$ cat src/hw/rtl/dnb_pkg.sv
// Shared types and constants for the direct N-body acceleration block.
package dnb_pkg;

  localparam int CoordW = 24;
  localparam int SlotW  = 12;
  localparam int CountW = 13;
  localparam int CfgW   = 24;
  localparam int AccW   = 48;
  localparam int KW     = 48;
  localparam int R2W    = 50;
  localparam int RootW  = 31;
  localparam int RemW   = 33;
  localparam int DenW   = 81;
  localparam int QuoW   = 47;
  localparam int SumW   = 61;

  localparam logic OP_LOAD = 1'b0;
  localparam logic OP_EVAL = 1'b1;

  localparam logic REG_COUNT = 1'b0;
  localparam logic REG_SOFT  = 1'b1;

  localparam logic [CountW-1:0] COUNT_RESET = 13'd4096;
  localparam logic [CfgW-1:0]   SOFT_RESET  = 24'd1099512;

  localparam logic [SumW-1:0] TERM_LIM = {{(SumW-48){1'b0}}, 1'b1, 47'd0};
  localparam logic [SumW-1:0] ACC_HI   = {{(SumW-47){1'b0}}, {47{1'b1}}};
  localparam logic [SumW-1:0] ACC_LO   = {{(SumW-47){1'b1}}, 47'd0};

  typedef struct packed {
    logic [2:0][CoordW-1:0] pos;
    logic [CoordW-1:0]      mass;
  } particle_t;

  typedef struct packed {
    logic               on;
    logic               last;
    logic [2:0]         neg;
    logic [2:0]         nz;
    logic [2:0][KW-1:0] k;
  } pair_tag_t;

  typedef struct packed {
    pair_tag_t        tag;
    logic [R2W-1:0]   r2;
    logic [RemW-1:0]  rem;
    logic [RootW-1:0] root;
  } sqrt_state_t;

  typedef struct packed {
    logic       on;
    logic       last;
    logic [2:0] neg;
    logic [2:0] nz;
    logic [2:0] sat;
  } div_tag_t;

  typedef struct packed {
    div_tag_t             tag;
    logic [DenW-1:0]      den;
    logic [2:0][DenW-1:0] rem;
    logic [2:0][QuoW-1:0] quo;
  } div_state_t;

endpackage

$ cat src/hw/rtl/dnb_div_cell.sv
// One quotient-bit cell of the pipelined restoring divider, three lanes.
module dnb_div_cell (
  input  logic                clk,
  input  logic                rst,
  input  logic                in_vld,
  input  dnb_pkg::div_state_t in_st,
  output logic                out_vld,
  output dnb_pkg::div_state_t out_st
);
  import dnb_pkg::*;

  logic [2:0][DenW:0] sh;
  div_state_t         st_next;

  always_comb begin
    st_next = in_st;
    for (int a = 0; a < 3; a++) begin
      sh[a] = {in_st.rem[a], 1'b0};
      if (sh[a] >= {1'b0, in_st.den}) begin
        st_next.rem[a] = DenW'(sh[a] - {1'b0, in_st.den});
        st_next.quo[a] = {in_st.quo[a][QuoW-2:0], 1'b1};
      end else begin
        st_next.rem[a] = DenW'(sh[a]);
        st_next.quo[a] = {in_st.quo[a][QuoW-2:0], 1'b0};
      end
    end
  end

  always_ff @(posedge clk) begin
    if (rst) begin
      out_vld <= 1'b0;
    end else begin
      out_vld <= in_vld;
    end
    out_st <= st_next;
  end

endmodule

$ cat config.mk
export PLATFORM = sky130hd
export DESIGN_NAME = dnb_div_cell
export DESIGN_NICKNAME = d
export VERILOG_FILES = /design/src/hw/rtl/dnb_pkg.sv /design/src/hw/rtl/dnb_div_cell.sv
export SDC_FILE = /design/constraint.sdc
export NUM_CORES = 1
export LEC_CHECK = 0
export CORE_AREA = 2 2 374 376
export DETAILED_ROUTE_END_ITERATION = 12
export DIE_AREA = 0 0 376 378
export DONT_BUFFER_PORTS = 1
export REMOVE_ABC_BUFFERS = 1
export SETUP_SLACK_MARGIN = 0.3
export SYNTH_ARGS = -nofsm -noshare
export SYNTH_HDL_FRONTEND = slang
export SYNTH_SLANG_ARGS = --single-unit
$ cat constraint.sdc
create_clock -name clk -period 3.62 [get_ports clk]
set_clock_uncertainty 0.05 [all_clocks]
set_input_delay 0.181 -clock clk [delete_from_list [all_inputs] [get_ports clk]]
set_output_delay 0.181 -clock clk [all_outputs]
set_load 0.02 [all_outputs]
==> out/metrics.cfg <==
[status]
status=finished, violations left
violations=hold timing

[drt]
drc=0
ant_nets=0
routed_wl_um=179000
drtIter0Drc=2400
vias=30200
wl_per_cell_um=28.3
vias_per_cell=4.77
firstDrtPassIters=5

[yosys]
synth.yosys.seq_area_share_pct=35.1
synth.area.top_cells=dfxtp_1, ha_1, a21oi_1, xnor2_1, o21ai_0
synth_top_area_cell=dfxtp_1
yosys_warnings=0
async_reset_ff_share_pct=0
synth_top_area_share_pct=35.1
synth_ff_type=dfxtp_1
ys_ff_latch=477
synthCells=3201
synth_edf_count=0
syn_area_per_cell_um2=8.51
synth_area_um2=27200
synth_cell_types=84

[power_and_ir_drop]
powerDensity_nw_per_um2=461
ir_drop_mv=0.402
total_power_mw=20.1
power.leakage_nw=19.0

[clock_network]
cts_tree=built
cts_buffers=61
root_buffer=clkbuf_16
clk_pin_slew_ns=0.06
h-tree-depth=2
cts.sinks=477
cts.path.max_buffers=3

[die]
die_h_um=378
rows=137
die_w_um=376
fp.coreArea_um2=139000
die-area_um2=142000
start_util_pct=19.7
ios=956

[timing]
period_share_pct=95.3
finalHoldViolations=50
finalSetupViolations=0
tightest_slew_ns=0.811
fmaxAchievable_mhz=290
fin_crit_ns=3.45
setup_tns_ns=0
rsz0062_at_grt=true
slew_viol_final=0
maxSlewHeadroom_pct=45.4
hold_ws_ns=-0.555

[global_routing]
grt_usage_pct=23.1
grt_pass1_vias=29100
grt_overflow=0
antenna_found_initial=54
grt_max_degree=69
grt_pass1_wl_um=230000

[setup_path]
cp.required_ns=4.17
path_class=primary input to flop
crit_arrival_ns=4.00
path_max_fanout=11
crit_end=out_st[323]$_DFF_P_
end_kind=flop
cp-startpoint=in_st[386]
start_kind=primary input

[cells_and_area]
regArea_um2=9550
final_cell_mix=dlygate4sd3_1, buf_4, dfxtp_1
nets=5151
fillers=14400
drive_gt1_share_pct=21.5
final_common_cell=dlygate4sd3_1
multi_input_area_um2=17000
area_growth_pct=59.8

[placement]
place_congestion=0.972
io_buffers=0
dp_hpwl_um=142000

[min_path]
hp-class=primary input to flop

[flow_run]
max_cap_violations=0

## layer usage
layer	GRT usage [%]	vias to the layer above	wire length, um
li1	-	14100	-
met1	26.1	14400	68800
met2	39.9	1419	85000
met3	8.30	296	17800
met4	7.98	40	7050
met5	0	-	257
## critical path, stage by stage
cell,delay [ns]
clkinvlp_4,0.09
buf_6,0.14
ha_4,0.20
nor2b_4,0.12
o31a_1,0.34
o22a_2,0.27
a211oi_4,0.25
buf_6,0.16
o221ai_4,0.16
buf_12,0.20
a2111o_1,0.49
a32oi_4,0.27
a31oi_4,0.14
a41oi_4,0.22
buf_6,0.14
buf_12,0.18
inv_16,0.09
mux2_4,0.31
## stage by stage
| stage | worst slack [ns] | std cells | utilization [%] | instance area, um2 |
|---|---|---|---|---|
| after floorplan | -2.62 | 3067 | - | 26700 |
| after global placement | -0.729 | 5499 | 24.4 | 33800 |
| after detailed placement | -0.771 | 5499 | 24.4 | 33800 |
| after CTS | 0.306 | 6202 | 30.3 | 41900 |
| after global routing | 0.134 | 6308 | 31.4 | 43500 |
| final | 0.168 | 6330 | 31.4 | 43500 |
## cell families (layout without fill, tap and decap cells)
kind of cell / count (synthesis) / in the layout / share of synthesized area, %
compound gates: 1048 / 1048 / 24.0
xor+xnor: 213 / 213 / 6.85
fa+ha+maj: 246 / 246 / 11.4
buf+inv: 303 / 1580 / 4.46
flops: 477 / 477 / 35.1
mux: 99 / 99 / 4.16
other cells: 0 / 45 / 0
simple gates: 815 / 815 / 14.1
## report_power, final
part | internal (mW) | total (mW) | switching [mW]
Clock | 3.79 | 6.65 | 2.86
Sequential | 6.00 | 7.70 | 1.70
Combinational | 2.79 | 5.73 | 2.95
Total | 12.6 | 20.1 | 7.51
## worst min-delay path by stage
stage	from	end	slack [ns]	cells after the start
finish	in_st[384]	out_st[384]$_DFF_P_	-0.55	0
global route	in_st[385]	out_st[385]$_DFF_P_	-0.58	0
CTS	in_st[384]	out_st[384]$_DFF_P_	-0.60	0
detailed placement	in_st[468]	out_st[468]$_DFF_P_	0.16	0
global placement	in_st[10]	out_st[11]$_DFF_P_	0.16	0
floorplan	in_st[99]	out_st[100]$_DFF_P_	0.16	0
## timing repair
action,CTS,global route
hold buffers,586,50
pin swaps,5,31
buffers inserted,2,19
endpoints found under the setup margin,161,192
gates resized for setup,12,131
endpoints found under the hold margin,474,88
cloned,0,14
## area by class of cell
class	instances	share of cell area (%)
inverter	169	1.52
sequential	477	21.9
antenna	45	0.259
tap	1807	5.19
clock buffer	75	3.79
clock inverter	40	1.13
multi-input combinational	2421	39.0
timing repair buffer	1296	27.2
## registers in the layout (all words and copies together), names as in the netlist
register	flops
out_st	476
out_vld	1
## synth_stat cells, types with 46 or more instances
cell,number
a21o_1,128
a21oi_1,365
clkbuf_1,103
dfxtp_1,477
ha_1,243
inv_1,166
mux2_2,80
nand2_1,275
nand3_1,50
nand4_1,81
nor2_1,204
nor3_1,46
o21ai_0,221
o21bai_1,61
xnor2_1,134
xor2_1,79
Note: power is estimated with default switching activity, not from simulation.
