[src/hw/rtl/dnb_pkg.sv]
// Shared types and constants for the direct N-body acceleration block.
package dnb_pkg;

  localparam int CoordW = 24;
  localparam int SlotW  = 12;
  localparam int CountW = 13;
  localparam int CfgW   = 24;
  localparam int AccW   = 48;
  localparam int KW     = 48;
  localparam int R2W    = 50;
  localparam int RootW  = 31;
  localparam int RemW   = 33;
  localparam int DenW   = 81;
  localparam int QuoW   = 47;
  localparam int SumW   = 61;

  localparam logic OP_LOAD = 1'b0;
  localparam logic OP_EVAL = 1'b1;

  localparam logic REG_COUNT = 1'b0;
  localparam logic REG_SOFT  = 1'b1;

  localparam logic [CountW-1:0] COUNT_RESET = 13'd4096;
  localparam logic [CfgW-1:0]   SOFT_RESET  = 24'd1099512;

  localparam logic [SumW-1:0] TERM_LIM = {{(SumW-48){1'b0}}, 1'b1, 47'd0};
  localparam logic [SumW-1:0] ACC_HI   = {{(SumW-47){1'b0}}, {47{1'b1}}};
  localparam logic [SumW-1:0] ACC_LO   = {{(SumW-47){1'b1}}, 47'd0};

  typedef struct packed {
    logic [2:0][CoordW-1:0] pos;
    logic [CoordW-1:0]      mass;
  } particle_t;

  typedef struct packed {
    logic               on;
    logic               last;
    logic [2:0]         neg;
    logic [2:0]         nz;
    logic [2:0][KW-1:0] k;
  } pair_tag_t;

  typedef struct packed {
    pair_tag_t        tag;
    logic [R2W-1:0]   r2;
    logic [RemW-1:0]  rem;
    logic [RootW-1:0] root;
  } sqrt_state_t;

  typedef struct packed {
    logic       on;
    logic       last;
    logic [2:0] neg;
    logic [2:0] nz;
    logic [2:0] sat;
  } div_tag_t;

  typedef struct packed {
    div_tag_t             tag;
    logic [DenW-1:0]      den;
    logic [2:0][DenW-1:0] rem;
    logic [2:0][QuoW-1:0] quo;
  } div_state_t;

endpackage

[src/hw/rtl/dnb_sqrt_cell.sv]
// One digit cell of the pipelined integer square root chain.
module dnb_sqrt_cell #(
  parameter int Idx = 0
) (
  input  logic                 clk,
  input  logic                 rst,
  input  logic                 in_vld,
  input  dnb_pkg::sqrt_state_t in_st,
  output logic                 out_vld,
  output dnb_pkg::sqrt_state_t out_st
);
  import dnb_pkg::*;

  localparam int Pos = 2 * (RootW - 1 - Idx);

  logic [R2W+11:0] v;
  logic [RemW+1:0] rem_sh;
  logic [RemW+1:0] trial;
  sqrt_state_t     st_next;

  always_comb begin
    v       = {in_st.r2, 12'd0};
    rem_sh  = {in_st.rem, v[Pos+1 -: 2]};
    trial   = {2'b00, in_st.root, 2'b01};
    st_next = in_st;
    if (rem_sh >= trial) begin
      st_next.rem  = RemW'(rem_sh - trial);
      st_next.root = {in_st.root[RootW-2:0], 1'b1};
    end else begin
      st_next.rem  = RemW'(rem_sh);
      st_next.root = {in_st.root[RootW-2:0], 1'b0};
    end
  end

  always_ff @(posedge clk) begin
    if (rst) begin
      out_vld <= 1'b0;
    end else begin
      out_vld <= in_vld;
    end
    out_st <= st_next;
  end

endmodule

[config.mk]
export PLATFORM = sky130hd
export DESIGN_NAME = dnb_sqrt_cell
export DESIGN_NICKNAME = d
export VERILOG_FILES = /design/src/hw/rtl/dnb_pkg.sv /design/src/hw/rtl/dnb_sqrt_cell.sv
export SDC_FILE = /design/constraint.sdc
export NUM_CORES = 1
export LEC_CHECK = 0
export ABC_AREA = 1
export BUFFER_PORTS_ARGS = -buffer_cell sky130_fd_sc_hd__buf_2
export CAP_MARGIN = 30
export CORE_AREA = 2 2 211 213
export DETAILED_ROUTE_END_ITERATION = 10
export DIE_AREA = 0 0 213 215
export HOLD_SLACK_MARGIN = 0.06
export SLEW_MARGIN = 30
export SYNTH_ARGS = -nofsm -noshare
export SYNTH_HDL_FRONTEND = slang
export SYNTH_SLANG_ARGS = --single-unit
[constraint.sdc]
create_clock -name clk -period 3.75 [get_ports clk]
set_input_delay 0 -clock clk [delete_from_list [all_inputs] [get_ports clk]]
set_output_delay 0 -clock clk [all_outputs]
set_load 0.005 [all_outputs]
==> results.cfg, run 1 <==
[global_route]
grt.overflow.total = 0
grt_pass1_vias = 9643
grt_pass1_wl_um = 66700
grt_max_degree = 36
globalRouteTotalUtil_pct = 20.5
antenna_found_initial = 19

[worst_hold_path]
min_path_type = in -> reg
min_from = in_st[185]
hold_depth = 2

[yosys]
synth_cell_types = 30
synth_top_area_share_pct = 61.7
synth_nets = 1257
syn_inst = 955
yosys.area.top_type = dfxtp_1
synth_edf_count = 0
netlist_top_cells_area = dfxtp_1 (62%), nand2_1 (13%), inv_1 (6.8%)
ys_warn_count = 0
syn_area_sq_um = 8670
ys_seq_elements = 267
synth_ff_type = dfxtp_1
postSynthAreaPerCell_sq_um = 9.08
yosysSeqAreaShare_pct = 61.7
async_reset_ff_share_pct = 0

[clock_network]
post_cts_resized = 0
cts_tree = built
clkTransAtPathRegs_ps = 60
cts_max_level = 2
cts_hold_buf = 268
post_cts_buffers = 0
clockRootBuffer = clkbuf_16
cts.sink_count = 267
cts_made_buffers = 34
clockBufferDepth = 3

[critical_path]
critPathCapture = out_st[63]$_DFF_P_
critPathRequiredTime_ps = 4160
worstSetupStartpointType = input pin
critPathLaunch = in_st[13]
cp_data_arrival_time_ps = 3290
setup.worst_path.class = in -> reg
critPathMaxFanout = 35
worstSetupEndpointType = register

[placement]
dp.cells = 2074
hpwl_um = 38500
gp_congestion = 0.904
io_buffers = 535

[finish]
final_common_cell = buf_2
nets = 2088
layout_common_cells = buf_2 (535), nand2_1 (291), dlygate4sd3_1 (268), dfxtp_1 (267), inv_1 (156)
fin_cells = 2409
drive_gt1_share_pct = 34.6
areaGrowthSynthToFinish_pct = 83.1
final_core_util_pct = 36.4

[floorplan]
dieArea_sq_um = 45800
core_region_area_sq_um = 43600
pin_count = 536
die_y_um = 215
die_w_um = 213
placementRows = 77
initial_core_util_pct = 19.9

[routing]
antenna_left = 0
viasPerCell = 3.81
drtIter0Drc = 417
wl_um = 48500
vias = 9188
drc_errors = 0
wl_per_cell_um = 20.1
dr.pass1.iters = 5

[sta]
finalCriticalPeriod_ps = 2880
worst_pin_slew_ps = 528
setup_viol = 0
slew_headroom_pct = 64.7
hold_viol_final = 0
report.final.slew_viol_count = 0
post-route-period-util_pct = 76.9
rsz0062_at_grt = false
tns_ps = 0
fmax_mhz = 347

[pwr]
p_per_area_nw_per_um2 = 490
p_leak_nw = 8.33
peakVddDrop_mv = 0.308

[run]
drv_cap = 0

[status]
status = finished clean
flip-flops by register name (all words and copies together) (netlist names):
register / cells
out_vld: 1
out_st: 266
cells by family after synthesis:
| group | count (synthesis) | synth area share, % |
|---|---|---|
| buffers and inverters | 174 | 8.03 |
| DFF | 267 | 61.7 |
| AOI/OAI and AO/OA | 24 | 1.44 |
| adders and majority gates | 33 | 4.76 |
| and+or+nand+nor | 443 | 22.7 |
| xor gates and xnor gates | 14 | 1.41 |
Yosys cell counts (3+ instances only):
master / instances
nor3_1: 9
nor2_1: 36
and2_1: 3
a21oi_1: 21
nand3_1: 57
buf_2: 6
inv_2: 9
nor2_2: 7
ha_1: 33
nand3b_1: 9
nand3_2: 16
xor2_1: 13
nand4_1: 5
nand2_2: 4
inv_1: 156
nand2_1: 291
dfxtp_1: 267
where the power goes:
group | internal, mW | total (mW) | switching [mW]
logic | 0.588 | 1.25 | 0.658
registers | 3.05 | 3.11 | 0.0623
clock network | 2.12 | 3.42 | 1.29
total | 5.76 | 7.77 | 2.01
how the worst min path moves through the flow:
stage | end | slack (ps)
floorplan | out_st[100]$_DFF_P_ | 30
global placement | out_st[99]$_DFF_P_ | 100
detailed placement | out_st[172]$_DFF_P_ | 100
CTS | out_st[245]$_DFF_P_ | 60
global route | out_st[208]$_DFF_P_ | 90
finish | out_st[185]$_DFF_P_ | 110
cell type report:
cell class	count	area (sq um)
diodes	8	20.0
clock buffers	47	951
clock inverters	12	203
fillers	4491	27800
inverters	165	619
multi-input cells	514	2630
flip-flops and latches	267	5350
well taps	592	741
repair buffers	804	5370
layer usage:
layer / vias to the layer above / global-route usage, % / wire length, um
met3: 93 / 5.95 / 3360
li1: 4562 / - / -
met4: 22 / 7.44 / 1730
met2: 339 / 35.7 / 23400
met1: 4172 / 23.7 / 19800
met5: - / 0 / 158
through the flow:
step	total power, mW	worst slack [ps]	hold slack (ps)	cell area [sq um]
after floorplan	3.59	2290	27.7	8670
after global placement	4.18	1480	102	12000
after detailed placement	4.18	1480	104	12000
after CTS	7.89	874	61.1	15900
after global routing	8.11	737	92.0	15900
final	7.77	866	107	15900
critical path, stage by stage:
cell	delay, ps
dlygate4sd3_1	620
buf_2	150
inv_1	40
ha_1	340
nand2_1	180
nor2_2	110
nand2_1	90
nor2_1	60
nand2_1	70
nand3_2	80
nor2_4	430
nand2_8	300
nand3_1	160
nand2_1	60
dlygate4sd3_1	550
No activity file was read; power rests on OpenSTA's default activity.
==> run 2, diff against run 1 <==
--- a/config.mk
+++ b/config.mk
@@ -5,12 +5,12 @@
 export SDC_FILE = /design/constraint.sdc
 export NUM_CORES = 1
 export LEC_CHECK = 0
-export ABC_AREA = 1
+export ABC_AREA = 0
 export BUFFER_PORTS_ARGS = -buffer_cell sky130_fd_sc_hd__buf_2
 export CAP_MARGIN = 30
-export CORE_AREA = 2 2 211 213
+export CORE_AREA = 2 2 208 210
 export DETAILED_ROUTE_END_ITERATION = 10
-export DIE_AREA = 0 0 213 215
+export DIE_AREA = 0 0 210 212
 export HOLD_SLACK_MARGIN = 0.06
 export SLEW_MARGIN = 30
 export SYNTH_ARGS = -nofsm -noshare
==> constraint.sdc (replaced) <==
create_clock -name clk -period 2.63 [get_ports clk]
set_input_delay 0 -clock clk [delete_from_list [all_inputs] [get_ports clk]]
set_output_delay 0 -clock clk [all_outputs]
set_load 0.005 [all_outputs]
==> run 2 against run 1 <==
Effect of this change:
- count of clock-buffer cells in the layout decreased by 2
- first-iteration DRC count decreased by 18%
- sequential share of layout area increased by 0.88 points
- synthesized cell count decreased by 32%
- combinational power increased by 49%
- global-route usage decreased by 1.1 points
- highest routed layer unchanged
==> results.cfg, run 2 <==
[run]
drv_cap = 0

[yosys]
postSynthAreaPerCell_sq_um = 12.4
synth_top_area_share_pct = 66.0
synth_common_cells = dfxtp_1 (267), inv_1 (50), a21oi_1 (37), ha_1 (33), nand2_1 (30)
post-synth-top-count-cell = dfxtp_1
syn_area_sq_um = 8100
netlist_top_cells_area = dfxtp_1 (66%), ha_1 (5.1%), mux2_4 (3.3%)
synth_edf_count = 0
async_reset_ff_share_pct = 0
syn_inst = 654
yosys.area.top_type = dfxtp_1
ys_seq_elements = 267
synth_cell_types = 58
synth_ff_type = dfxtp_1
ys_warn_count = 0
yosysSeqAreaShare_pct = 66.0
synth_nets = 956

[finish]
top_regs = out_st (266), out_vld (1)
regMostFlops = out_st
largest_register_ffs = 266
layout_common_cells = buf_2 (535), dlygate4sd3_1 (269), dfxtp_1 (267), inv_1 (50), a21oi_1 (35)
areaGrowthSynthToFinish_pct = 91.0
final_common_cell = buf_2
drive_gt1_share_pct = 43.2
nets = 1814

[critical_path]
worstSetupStartpointType = input pin
crit_slowest_cell = dlygate4sd3_1
critPathRequiredTime_ps = 3040
cp_data_arrival_time_ps = 2960
critical-path-max-stage-delay_ps = 530
worstSetupEndpointType = register
critPathCapture = out_st[37]$_DFF_P_
critPathLaunch = in_st[15]
crit_chain = dlygate4sd3_1 > buf_2 > inv_1 > ha_1 > nand4_1 > nor2_2 > nand3_1 > o2111ai_4 > a41oi_4 > o21a_4 > clkinv_16 > mux2_2
crit_family = buffers and inverters
cp_num_buf_inv = 4
setup.worst_path.class = in -> reg
path_depth = 12
critPathMaxFanout = 26

[global_route]
grt_pass1_vias = 8891
grt.overflow.total = 0
antenna_found_initial = 11
globalRouteTotalUtil_pct = 19.5
grt_max_degree = 27
grt_pass1_wl_um = 61900

[sta]
setup_viol = 0
finalCriticalPeriod_ps = 2550
report.final.slew_viol_count = 0
worst_pin_slew_ps = 797
hold_viol_final = 0
slew_headroom_pct = 45.5
fin_ws_ps = 77.5
post-route-period-util_pct = 97.1
fmax_mhz = 392

[pwr]
p_per_area_nw_per_um2 = 715
peakVddDrop_mv = 0.427
power_mw = 11.1
p_leak_nw = 7.41

[routing]
wl_um = 45400
drc_errors = 0
antenna_left = 0
vias = 8340
dr.pass1.iters = 4
wl_per_cell_um = 21.7
viasPerCell = 3.99
drtIter0Drc = 344

[clock_network]
cts_max_level = 2
clockBufferDepth = 3
clockRootBuffer = clkbuf_16
cts_tree = built
cts.sink_count = 267
cts_made_buffers = 34
clkTransAtPathRegs_ps = 60

[floorplan]
placementRows = 76
die_w_um = 210
die_y_um = 212
pin_count = 536
initial_core_util_pct = 19.1
core_region_area_sq_um = 42500
dieArea_sq_um = 44500

[placement]
hpwl_um = 35600
io_buffers = 535
gp_congestion = 0.844
post-place-ws_ps = -51.0

[status]
status = finished clean

[worst_hold_path]
min_path_type = in -> reg
run 2: cell types whose count changed after synthesis, moves of 18 or more:
cell and delta:
inv_1 -106, nand2_1 -261, xnor2_1 +21, mux2_4 +18, o21ai_0 +19, nand3_1 -45
run 2: cells by family (layout without fill, tap and decap cells):
group,after synthesis,after routing,synth area share (%)
other,0,7,0
DFF,267,267,66.0
AOI/OAI and AO/OA,127,127,10.9
xor gates and xnor gates,24,24,2.59
buffers and inverters,63,947,3.94
adders and majority gates,33,33,5.10
muxes,28,28,4.66
and+or+nand+nor,112,112,6.78
run 2: per-stage QoR:
stage	instance area, sq um	std cells	setup TNS, ps	hold slack [ps]	utilization [%]
detailed placement	11500	1749	-263	104	27.2
global placement	11500	1749	-24.1	103	27.2
floorplan	8100	654	0	27.7	-
CTS	15400	2080	0	60.7	36.1
finish	15500	2091	0	104	36.4
global route	15500	2086	-21.9	84.2	36.4
run 2: final cells by class:
class                      count  area, sq um
antenna                        7         17.5
clock buffer                  45          912
clock inverter                17          218
fill                        4215        27000
inverter                      51          218
multi-input combinational    324         2480
sequential                   267         5350
tap                          546          683
timing repair buffer         834         5600
run 2: repair_timing:
action | in CTS | in global routing
hold buffers | 269 | 0
resized for setup | 0 | 14
hold endpoints to repair | 266 | 0
buffers inserted | 0 | 4
setup endpoints to repair | 0 | 27
run 2: how the worst min path moves through the flow:
stage	from	endpoint	slack, ps	cells after the start
floorplan	in_st[100]	out_st[100]$_DFF_P_	30	0
global placement	in_st[86]	out_st[86]$_DFF_P_	100	1
detailed placement	in_st[218]	out_st[218]$_DFF_P_	100	1
CTS	in_st[121]	out_st[121]$_DFF_P_	60	2
global route	in_st[227]	out_st[227]$_DFF_P_	80	2
finish	in_st[108]	out_st[108]$_DFF_P_	100	2
run 2: layer usage:
metal  GRT usage, %  up-vias  routed length (um)
met5              0        -                  66
met4           8.05       10                1880
met3           5.75       90                2900
met2           34.4      342               22600
met1           21.9     3915               17900
li1               -     3983                   -
run 2: power by group:
group / total [mW] / switching [mW] / internal (mW)
Combinational: 1.86 / 0.885 / 0.977
Sequential: 4.44 / 0.0860 / 4.35
Clock: 4.77 / 1.90 / 2.87
==> run 3, diff against run 2 <==
--- a/config.mk
+++ b/config.mk
@@ -8,9 +8,9 @@
 export ABC_AREA = 0
 export BUFFER_PORTS_ARGS = -buffer_cell sky130_fd_sc_hd__buf_2
 export CAP_MARGIN = 30
-export CORE_AREA = 2 2 208 210
+export CORE_AREA = 3 3 209 211
 export DETAILED_ROUTE_END_ITERATION = 10
-export DIE_AREA = 0 0 210 212
+export DIE_AREA = 0 0 212 214
 export HOLD_SLACK_MARGIN = 0.06
 export SLEW_MARGIN = 30
 export SYNTH_ARGS = -nofsm -noshare
==> run 3 against run 2 <==
Effect of this change:
- the flow now stops in clock tree synthesis
- synthesized cell count did not move
- area after synthesis did not move
==> results.cfg, run 3 <==
[status]
status = aborted with a tool error
stop_stage = clock tree synthesis
error = [ERROR RSZ-0060] Max buffer count reached.

[yosys]
synth_common_cells = dfxtp_1 (267), inv_1 (50), a21oi_1 (37), ha_1 (33), nand2_1 (30)
synth_cell_types = 58
synth_nets = 956
ys_warn_count = 0
synthAdderAreaFrac_pct = 5.10
syn_area_sq_um = 8100
muxShareOfSynthArea_pct = 4.66
synth_ff_type = dfxtp_1
async_reset_ff_share_pct = 0
postSynthAreaPerCell_sq_um = 12.4
synth_simple_gate_area_share_pct = 6.78
synth_compound_area_share_pct = 10.9
post-synth-top-count-cell = dfxtp_1
synth_xor_area_share_pct = 2.59
yosys.area.top_type = dfxtp_1
synth_top_family_by_area = compound AO/OA/AOI/OAI gates
netlist_top_cells_area = dfxtp_1 (66%), ha_1 (5.1%), mux2_4 (3.3%)
synth_top_area_share_pct = 66.0
synth_edf_count = 0
yosysSeqAreaShare_pct = 66.0
ys_seq_elements = 267
syn_inst = 654

[clock_network]
cts.sink_count = 267
post_cts_buffers = 0
clockRootBuffer = clkbuf_16
cts_made_buffers = 31
clockBufferDepth = 3
post_cts_resized = 0
cts_max_level = 1
cts_hold_buf = 360

[floorplan]
initial_core_util_pct = 19.3
die_w_um = 212
placementRows = 75
die_y_um = 214
pin_count = 536

[placement]
hpwl_um = 37100
gp_congestion = 0.888
post-place-ws_ps = -22.7
io_buffers = 535
dp.cells = 1742
## run 3: cell families after synthesis
group                      after synthesis
DFF                                    267
AOI/OAI and AO/OA                      127
and+or+nand+nor                        112
buffers and inverters                   63
adders and majority gates               33
muxes                                   28
xor gates and xnor gates                24
## run 3: stage by stage
step / util (%) / hold slack [ps] / area [sq um]
after detailed placement: 27.5 / 104 / 11500
after floorplan: - / 27.7 / 8100
after global placement: 27.5 / 103 / 11500
==> run 4, diff against run 3 <==
--- a/config.mk
+++ b/config.mk
@@ -8,10 +8,10 @@
 export ABC_AREA = 0
 export BUFFER_PORTS_ARGS = -buffer_cell sky130_fd_sc_hd__buf_2
 export CAP_MARGIN = 30
-export CORE_AREA = 3 3 209 211
+export CORE_AREA = 3 3 207 209
 export DETAILED_ROUTE_END_ITERATION = 10
-export DIE_AREA = 0 0 212 214
-export HOLD_SLACK_MARGIN = 0.06
+export DIE_AREA = 0 0 210 212
+export PLACE_DENSITY_LB_ADDON = 0.15
 export SLEW_MARGIN = 30
 export SYNTH_ARGS = -nofsm -noshare
 export SYNTH_HDL_FRONTEND = slang
==> constraint.sdc (replaced) <==
create_clock -name clk -period 3.42 [get_ports clk]
set_input_delay 0 -clock clk [delete_from_list [all_inputs] [get_ports clk]]
set_output_delay 0 -clock clk [all_outputs]
set_load 0.005 [all_outputs]
==> run 4 against run 3 <==
Effect of this change:
- the run now ends clean
==> results.cfg, run 4 (same netlist as run 2, synthesis figures left out) <==
[floorplan]
dieArea_sq_um = 44500
pin_count = 536
die_y_um = 212
initial_core_util_pct = 19.7
die_w_um = 210
placementRows = 74
core_region_area_sq_um = 41000

[finish]
top_regs = out_st (266), out_vld (1)
largest_register_ffs = 266
drive_gt1_share_pct = 41.7
regMostFlops = out_st
nFillCells = 4153
final_common_cell = buf_2
nets = 1780
multiInputGateArea_sq_um = 2440
areaGrowthSynthToFinish_pct = 86.1
fin_area_sq_um = 15100
layout_common_cells = buf_2 (535), dlygate4sd3_1 (267), dfxtp_1 (267), inv_1 (50), a21oi_1 (37)
seq_area_sq_um = 5350

[sta]
tns_ps = 0
slew_headroom_pct = 54.4
post-route-period-util_pct = 83.9
worst_pin_slew_ps = 678
fmax_mhz = 348
rsz0062_at_grt = false
setup_viol = 0
report.final.slew_viol_count = 0
finalCriticalPeriod_ps = 2870
whs_ps = 45.7
hold_viol_final = 0
fin_ws_ps = 550

[routing]
antenna_left = 0
dr.pass1.iters = 4
drc_errors = 0
drtIter0Drc = 314
wl_per_cell_um = 20.1
viasPerCell = 3.91
wl_um = 41000
vias = 7982

[critical_path]
crit_slowest_cell = dlygate4sd3_1
worstSetupEndpointType = register
critPathMaxFanout = 26
critPathRequiredTime_ps = 3860
cp_data_arrival_time_ps = 3310
critical-path-max-stage-delay_ps = 640
setup.worst_path.class = in -> reg
crit_family = buffers and inverters
worstSetupStartpointType = input pin
path_depth = 12
cp_num_buf_inv = 4
crit_chain = dlygate4sd3_1 > buf_2 > inv_1 > ha_1 > nand4_2 > nor2_1 > nand3_1 > o2111ai_2 > a41oi_4 > o21a_4 > inv_12 > mux2_2

[pwr]
power_mw = 8.13
p_leak_nw = 7.22
p_per_area_nw_per_um2 = 540
peakVddDrop_mv = 0.353

[clock_network]
cts_tree = built
cts.sink_count = 267
clockBufferDepth = 3
cts_made_buffers = 31
clkTransAtPathRegs_ps = 60
post_cts_buffers = 0
post_cts_resized = 0
cts_max_level = 1
clockRootBuffer = clkbuf_16

[worst_hold_path]
hold_depth = 5
min_path_type = in -> reg
min_delay_worst_endpoint = out_st[62]$_DFF_P_
min_from = in_st[63]

[placement]
gp_congestion = 0.882
io_buffers = 535
post-place-ws_ps = 586
placedInstanceArea_sq_um = 11300
hpwl_um = 32600

[global_route]
globalRouteTotalUtil_pct = 17.4
grt_max_degree = 27
antenna_found_initial = 13
grt_pass1_vias = 8551
grt.overflow.total = 0
grt_pass1_wl_um = 57400

[status]
status = finished clean

[run]
drv_cap = 0
run 4: layer usage:
| layer | vias up | share of wire, % | routed length, um | global-route usage, % |
|---|---|---|---|---|
| li1 | 3907 | - | - | - |
| met1 | 3688 | 41 | 16700 | 20.6 |
| met2 | 310 | 49 | 20000 | 30.4 |
| met3 | 67 | 7.0 | 2890 | 5.03 |
| met4 | 10 | 3.1 | 1290 | 5.77 |
| met5 | - | 0.17 | 69 | 0 |
run 4: how the worst max path moves through the flow:
stage | endpoint | startpoint | slack (ps)
global route | out_st[39]$_DFF_P_ | in_st[19] | 340
CTS | out_st[39]$_DFF_P_ | in_st[13] | 590
finish | out_st[39]$_DFF_P_ | in_st[11] | 550
floorplan | out_st[40]$_DFF_P_ | in_st[30] | 1130
global placement | out_st[57]$_DFF_P_ | in_st[1] | 490
detailed placement | out_st[39]$_DFF_P_ | in_st[19] | 590
run 4: area by class of cell:
type	instances	area share, %
antenna	7	0.116
clock buffer	41	5.79
clock inverter	15	1.15
inverter	51	1.35
multi-input combinational	324	16.2
sequential	267	35.5
tap	532	4.42
timing repair buffer	803	35.5
run 4: tightest hold or removal path, cell delays in order:
cell	delay, ps
buf_2	90
nor3b_2	50
inv_1	40
a211oi_1	60
a221oi_1	260
run 4: report_power, final:
part | internal [mW] | total, mW | switching, mW
clock network | 2.02 | 3.39 | 1.37
registers | 3.34 | 3.41 | 0.0634
logic | 0.710 | 1.33 | 0.624
run 4: repair_timing:
item,in CTS,in global routing
endpoints found under the setup margin,0,0
hold buffers,267,0
endpoints found under the hold margin,266,0
run 4: through the flow:
stage | instances | utilization (%)
2_1_floorplan | 654 | -
3_3_place_gp | 1710 | 27.6
3_5_place_dp | 1710 | 27.6
4_1_cts | 2033 | 36.7
5_1_grt | 2037 | 36.7
6_report | 2040 | 36.7
